===== src/rtl/bdq_pkg.sv =====
// shared constants and types of the bounded deque with search
// no dependencies
package bdq_pkg;

	localparam int CAPACITY = 16;
	localparam int IDX_W    = $clog2(CAPACITY);
	localparam int CNT_W    = $clog2(CAPACITY + 1);
	localparam int SUM_W    = IDX_W + 1;
	localparam int DATA_W   = 32;

	localparam logic [2:0] OP_PUSH_FRONT = 3'd0;
	localparam logic [2:0] OP_PUSH_BACK  = 3'd1;
	localparam logic [2:0] OP_POP_FRONT  = 3'd2;
	localparam logic [2:0] OP_POP_BACK   = 3'd3;
	localparam logic [2:0] OP_SEARCH     = 3'd4;
	localparam logic [2:0] OP_REVERSE    = 3'd5;

	localparam logic [1:0] ST_OK    = 2'd0;
	localparam logic [1:0] ST_EMPTY = 2'd1;
	localparam logic [1:0] ST_FULL  = 2'd2;

	typedef struct packed {
		logic              en;
		logic [IDX_W-1:0]  addr;
		logic [DATA_W-1:0] data;
	} wr_req_t;

endpackage


===== src/rtl/bdq_store.sv =====
// entry storage of the deque: one write port, one registered read port
// depends on bdq_pkg
module bdq_store
	import bdq_pkg::*;
(
	input  logic              clk,
	input  wr_req_t           wr,
	input  logic [IDX_W-1:0]  rd_addr,
	output logic [DATA_W-1:0] rd_data
);

	logic [DATA_W-1:0] mem [CAPACITY];

	always_ff @(posedge clk) begin
		if (wr.en) begin
			mem[wr.addr] <= wr.data;
		end
	end

	always_ff @(posedge clk) begin
		rd_data <= mem[rd_addr];
	end

endmodule


===== src/rtl/bounded_deque_with_search_unit.sv =====
// top level of the bounded deque with search: op decode, ring pointers, search sequencer
// depends on bdq_pkg and bdq_store
//
// usage:
//   input beats carry an operation in s_axis_tuser and a signed 32-bit value in
//   s_axis_tdata; each accepted beat yields exactly one result beat on m_axis.
//   push, pop, reverse and unused codes finish in the cycle of acceptance: the
//   result is valid on the next cycle.
//   a search on n held entries walks the ring one entry per cycle through the
//   single read port of the entry memory and one shared 32-bit comparator; the
//   result is registered once the last entry has been compared.
//   while a search runs, s_axis_tready is low.
//   the result sits in an output register; a new beat is taken while that
//   register is empty or being drained in the same cycle, so a stalled receiver
//   holds the result and stops input after one pending result.
//   reset (arst_n low) empties the deque, clears the direction flag and drops
//   any pending result; no clearing pass is needed since only live entries are
//   ever read.
module bounded_deque_with_search_unit
	import bdq_pkg::*;
(
	input  logic        clk,
	input  logic        arst_n,
	input  logic        s_axis_tvalid,
	output logic        s_axis_tready,
	input  logic [31:0] s_axis_tdata,   // value[31:0]
	input  logic [2:0]  s_axis_tuser,   // op[2:0]
	output logic        m_axis_tvalid,
	input  logic        m_axis_tready,
	output logic [7:0]  m_axis_tdata    // status[1:0], found[2], entry_count[7:3]
);

	localparam logic ST_IDLE = 1'b0;
	localparam logic ST_SCAN = 1'b1;

	function automatic logic [IDX_W-1:0] ring_inc(input logic [IDX_W-1:0] x);
		return (x == IDX_W'(CAPACITY - 1)) ? '0 : x + IDX_W'(1);
	endfunction

	function automatic logic [IDX_W-1:0] ring_dec(input logic [IDX_W-1:0] x);
		return (x == '0) ? IDX_W'(CAPACITY - 1) : x - IDX_W'(1);
	endfunction

	logic                     state_q;
	logic [IDX_W-1:0]         first_q;
	logic [CNT_W-1:0]         cnt_q;
	logic                     rev_q;
	logic [IDX_W-1:0]         ptr_q;
	logic [CNT_W-1:0]         left_q;
	logic                     hit_q;
	logic signed [DATA_W-1:0] key_q;
	logic                     cmp_vld_s1;
	logic                     m_valid_q;
	logic [1:0]               status_q;
	logic                     found_q;
	logic [4:0]               count_q;

	logic                     acc;
	logic                     phys_back;
	logic [SUM_W-1:0]         back_sum;
	logic [IDX_W-1:0]         back_idx;
	logic [IDX_W-1:0]         first_dec;
	logic [IDX_W-1:0]         first_inc;
	wr_req_t                  wr;
	logic [IDX_W-1:0]         nxt_first;
	logic [CNT_W-1:0]         nxt_cnt;
	logic                     nxt_rev;
	logic [1:0]               res_status;
	logic                     start_scan;
	logic                     issue;
	logic                     scan_done;
	logic signed [DATA_W-1:0] rd_data;

	assign s_axis_tready = (state_q == ST_IDLE) && (!m_valid_q || m_axis_tready);
	assign acc           = s_axis_tvalid && s_axis_tready;
	assign m_axis_tvalid = m_valid_q;
	assign m_axis_tdata  = {count_q, found_q, status_q};

	assign phys_back = ((s_axis_tuser == OP_PUSH_BACK) || (s_axis_tuser == OP_POP_BACK)) ^ rev_q;
	assign back_sum  = SUM_W'(first_q) + SUM_W'(cnt_q);
	assign back_idx  = (back_sum >= SUM_W'(CAPACITY)) ? IDX_W'(back_sum - SUM_W'(CAPACITY))
	                                                  : IDX_W'(back_sum);
	assign first_dec = ring_dec(first_q);
	assign first_inc = ring_inc(first_q);

	assign issue     = (state_q == ST_SCAN) && (left_q != '0);
	assign scan_done = (state_q == ST_SCAN) && (left_q == '0) && !cmp_vld_s1;

	always_comb begin
		wr         = '0;
		wr.data    = s_axis_tdata;
		nxt_first  = first_q;
		nxt_cnt    = cnt_q;
		nxt_rev    = rev_q;
		res_status = ST_OK;
		start_scan = 1'b0;
		unique case (s_axis_tuser)
			OP_PUSH_FRONT, OP_PUSH_BACK: begin
				if (cnt_q == CNT_W'(CAPACITY)) begin
					res_status = ST_FULL;
				end else begin
					wr.en   = acc;
					nxt_cnt = cnt_q + CNT_W'(1);
					if (phys_back) begin
						wr.addr = back_idx;
					end else begin
						wr.addr   = first_dec;
						nxt_first = first_dec;
					end
				end
			end
			OP_POP_FRONT, OP_POP_BACK: begin
				if (cnt_q == '0) begin
					res_status = ST_EMPTY;
				end else begin
					nxt_cnt = cnt_q - CNT_W'(1);
					if (!phys_back) begin
						nxt_first = first_inc;
					end
				end
			end
			OP_SEARCH: begin
				start_scan = (cnt_q != '0);
			end
			OP_REVERSE: begin
				nxt_rev = ~rev_q;
			end
			default: begin
			end
		endcase
	end

	bdq_store u_store (
		.clk     (clk),
		.wr      (wr),
		.rd_addr (ptr_q),
		.rd_data (rd_data)
	);

	always_ff @(posedge clk or negedge arst_n) begin
		if (!arst_n) begin
			state_q    <= ST_IDLE;
			first_q    <= '0;
			cnt_q      <= '0;
			rev_q      <= 1'b0;
			ptr_q      <= '0;
			left_q     <= '0;
			hit_q      <= 1'b0;
			cmp_vld_s1 <= 1'b0;
			m_valid_q  <= 1'b0;
		end else begin
			cmp_vld_s1 <= issue;
			if (m_valid_q && m_axis_tready) begin
				m_valid_q <= 1'b0;
			end
			if (acc) begin
				first_q <= nxt_first;
				cnt_q   <= nxt_cnt;
				rev_q   <= nxt_rev;
				if (start_scan) begin
					state_q <= ST_SCAN;
					ptr_q   <= first_q;
					left_q  <= cnt_q;
					hit_q   <= 1'b0;
				end else begin
					m_valid_q <= 1'b1;
				end
			end
			if (issue) begin
				ptr_q  <= ring_inc(ptr_q);
				left_q <= left_q - CNT_W'(1);
			end
			if (cmp_vld_s1 && (rd_data == key_q)) begin
				hit_q <= 1'b1;
			end
			if (scan_done) begin
				state_q   <= ST_IDLE;
				m_valid_q <= 1'b1;
			end
		end
	end

	// result payload and search key
	always_ff @(posedge clk) begin
		if (acc) begin
			key_q    <= s_axis_tdata;
			status_q <= res_status;
			found_q  <= 1'b0;
			count_q  <= 5'(nxt_cnt);
		end
		if (scan_done) begin
			status_q <= ST_OK;
			found_q  <= hit_q;
			count_q  <= 5'(cnt_q);
		end
	end

endmodule

===== config.mk =====
export PLATFORM = sky130hd
export DESIGN_NAME = bounded_deque_with_search_unit
export DESIGN_NICKNAME = d
export VERILOG_FILES = /design/src/rtl/bdq_pkg.sv /design/src/rtl/bdq_store.sv /design/src/rtl/bounded_deque_with_search_unit.sv
export SDC_FILE = /design/constraint.sdc
export NUM_CORES = 1
export LEC_CHECK = 0
export BUFFER_PORTS_ARGS = -buffer_cell sky130_fd_sc_hd__buf_2
export CAP_MARGIN = 20
export CORE_AREA = 2 2 162 323
export DETAILED_ROUTE_END_ITERATION = 12
export DIE_AREA = 0 0 164 325
export GPL_ROUTABILITY_DRIVEN = 0
export MAX_ROUTING_LAYER = met4
export SLEW_MARGIN = 20
export SYNTH_ARGS = -nofsm -noshare
export SYNTH_HDL_FRONTEND = slang
export SYNTH_SLANG_ARGS = --single-unit

===== constraint.sdc =====
create_clock -name clk -period 5 [get_ports clk]
set_clock_uncertainty 0.05 [all_clocks]
set_input_delay 0.25 -clock clk [delete_from_list [all_inputs] [get_ports clk]]
set_output_delay 0.25 -clock clk [all_outputs]
set_load 0.03 [all_outputs]

==> metrics <==
crit path cell chain inv_1 -> ha_1 -> nor3b_1 -> a21boi_0 -> o21ai_0 -> nor2_4 -> buf_4; CP endpoint kind flip-flop; number of clock sinks 607; largest fanout on the critical path 18; Filler cells 3961; First-pass DRT Iterations 5; PwrDens 534.4 mW/mm2; Port Buffer Count 48; area leader, netlist edfxtp_1; die height 325 um; Num CTS Buffers 52; DR vias 12111; TritonCTS clock tree done; Ys Warns 0; largest net degree at the start of global routing 84; ANT nets after route 0; Mapped Cells 1319; Largest stage delay, worst path 0.62 ns; worst slew pin tran 0.9500 ns; number of synthesized register bits 607; WHS 0.02861 ns; Avg WL per Cell 25.69 um; Die X 164 um; full die area 0.05330 mm2; Post-synth top cells edfxtp_1, mux2i_1, o21ai_0; post-CTS sizing 0; ys async rst share 3.789%; ranking of synthesized cells by area edfxtp_1, mux4_2, mux2i_1, dfxtp_1, dfrtp_1; crit path kind flip-flop to flip-flop; unrepaired setup endpoints after global routing no; Worst EP arrival 3.79 ns; Seq/Total Area, Yosys 75.10%; f_max 278.4 MHz; Slowest-stage cell, CP nor2_4; Max IR drop VDD 0.0003350 V; Layout area overhead 13.16%; DR DRC count 0; worst skew pair latency 0.58 ns; initial antenna violation count 0; max cap viols 0; Mapped Area 0.02366 mm2; First DRT Iteration DRCs 932; Root Buffer clkbuf_16; FP Rows 117; Leak Pwr 8.984 nW; most frequent cell after synthesis edfxtp_1; Post-Synth XOR/XNOR Area 1.660%; HPWL Detailed 31740 um; core region area 0.05080 mm2; Top FF cell, synth edfxtp_1; Synth Area in Simple Gates 3.268%; family with the most delay on the worst path compound AO/OA/AOI/OAI gates; total number of H-tree levels 2; mux cell area share after synthesis 11.84%; adder-cell share of the synthesized area 0.6133%; WL met3 1744 um; EDFF count, synth 550; Distinct cells, synth 53; Yosys top cell area share 69.79%; clock-pin slew on the worst setup and hold paths 0.07 ns; period utilisation layout 71.83%; DRT Wirelength 53790 um; gr usage total 21.22%; vias in the first global route 12615; highest metal used met4; CP Launch Type flip-flop; CTS Hold Buffers Added 12; worst path buffer plus inverter count 2; drt via density 5.784; # Post-CTS Setup Buffers 0; Net count, final 1448; gr ovfl total 0; CP required 5.20 ns; Mapped Avg Cell Area 17.94 um2; Min Clock Period, post-route 3.592 ns; post-synthesis compound-gate area fraction 5.980%; Mapped Nets 1369; Final setup viols 0; largest family of logic cells by synthesized area multiplexers; Hold Path Class input port to flip-flop; I/O pin count 49; Relative slew margins 36.67%; wire length on met2 29600 um; status complete, no violations; first-pass GRT wire length 80110 um; setup tns final 0 ns; share of layout cells above drive strength 1 20.69%; Max Root-Sink Buffers 3; Max Transition Viols Final 0; Fin. Hold Viols 0; n_diodes 0; initial core utilization 46.58%; Metal-1 WL 20000 um
cell type report:
type,instances,area (um2),share of cell area (%)
multi-input cells,628,5633,21.04
well taps,654,818.3,3.056
flip-flops and latches,607,17780,66.40
inverters,14,52.55,0.1962
repair buffers,95,660.6,2.467
clock buffers,63,1414,5.280
clock inverters,33,419.2,1.565
layout by cell type, fill, tap and decap left out, types with 7 or more instances in the layout:
| cell type | netlist | layout |
|---|---|---|
| a21oi_1 | 51 | 51 |
| a221oi_1 | 32 | 32 |
| a22oi_1 | 32 | 32 |
| buf_2 | 26 | 48 |
| buf_4 | 4 | 32 |
| bufinv_16 | 0 | 9 |
| clkbuf_16 | 0 | 53 |
| clkinv_2 | 0 | 13 |
| dfrtp_1 | 23 | 20 |
| dfxtp_1 | 34 | 34 |
| dlygate4sd3_1 | 0 | 12 |
| edfxtp_1 | 550 | 550 |
| ha_1 | 10 | 10 |
| inv_1 | 14 | 13 |
| mux2_2 | 32 | 32 |
| mux2i_1 | 100 | 99 |
| mux4_2 | 64 | 64 |
| nand2_1 | 52 | 52 |
| nand3_1 | 9 | 9 |
| nand4_1 | 7 | 7 |
| nor2_1 | 29 | 24 |
| nor3_1 | 15 | 7 |
| nor3_2 | 0 | 8 |
| o21ai_0 | 83 | 83 |
| xnor2_1 | 24 | 24 |
| xor2_1 | 19 | 19 |
cell families (layout without fill, tap and decap cells):
family                     Yosys count  count (layout)
DFF                                607             607
AOI/OAI and AO/OA                  225             225
muxes                              196             196
and+or+nand+nor                    152             152
buffers and inverters               84             205
xor gates and xnor gates            44              44
adders and majority gates           11              11
registers in the layout, indices dropped and copies added (netlist names), 2 cells and up:
signal / count
ptr_q: 4
key_q: 32
first_q: 4
status_q: 2
count_q: 5
cnt_q: 5
u_store.rd_data: 32
left_q: 5
u_store.mem: 512
path summary, 6_finish.rpt:
| check | slack, ns | to | startpoint | depth (start not counted) |
|---|---|---|---|---|
| setup / recovery | 1.41 | u_store.mem[3][19] | cnt_q[1] | 7 |
| hold / removal | 0.03 | u_store.mem[8][30] | s_axis_tdata[30] | 1 |
| setup reg to reg | 1.41 | u_store.mem[3][19] | cnt_q[1] | 7 |
| hold reg to reg | 0.41 | status_q[0] | status_q[0] | 2 |
| max in group asynchronous | 4.27 | ptr_q[0] | arst_n | 2 |
| min in group asynchronous | 0.16 | cnt_q[1] | arst_n | 2 |
metal layers:
metal / GRT usage, % / vias up
li1: - / 5423
met1: 23.69 / 6314
met2: 37.92 / 267
met3: 2.423 / 107
met4: 9.134 / 0
met5: - / -
report_power, final:
part | internal, mW | switching, mW | leakage, nW | total, mW
Combinational | 1.57 | 2.18 | 2.59 | 3.75
Sequential | 5.89 | 0.370 | 5.50 | 6.26
Clock | 2.49 | 1.81 | 0.892 | 4.30
metrics by stage:
| stage | util, % | cell area, um2 | std cells | power [mW] | worst slack [ns] |
|---|---|---|---|---|---|
| floorplan | - | 23660 | 1319 | 8.967 | 0.2014 |
| global placement | 48.86 | 24820 | 1986 | 10.12 | 1.483 |
| detailed placement | 48.86 | 24820 | 1986 | 10.16 | 1.437 |
| CTS | 52.71 | 26770 | 2094 | 14.47 | 1.401 |
| global route | 52.72 | 26780 | 2094 | 14.98 | 1.107 |
| finish | 52.72 | 26780 | 2094 | 14.31 | 1.408 |
Power figures use the tool's default switching activity.
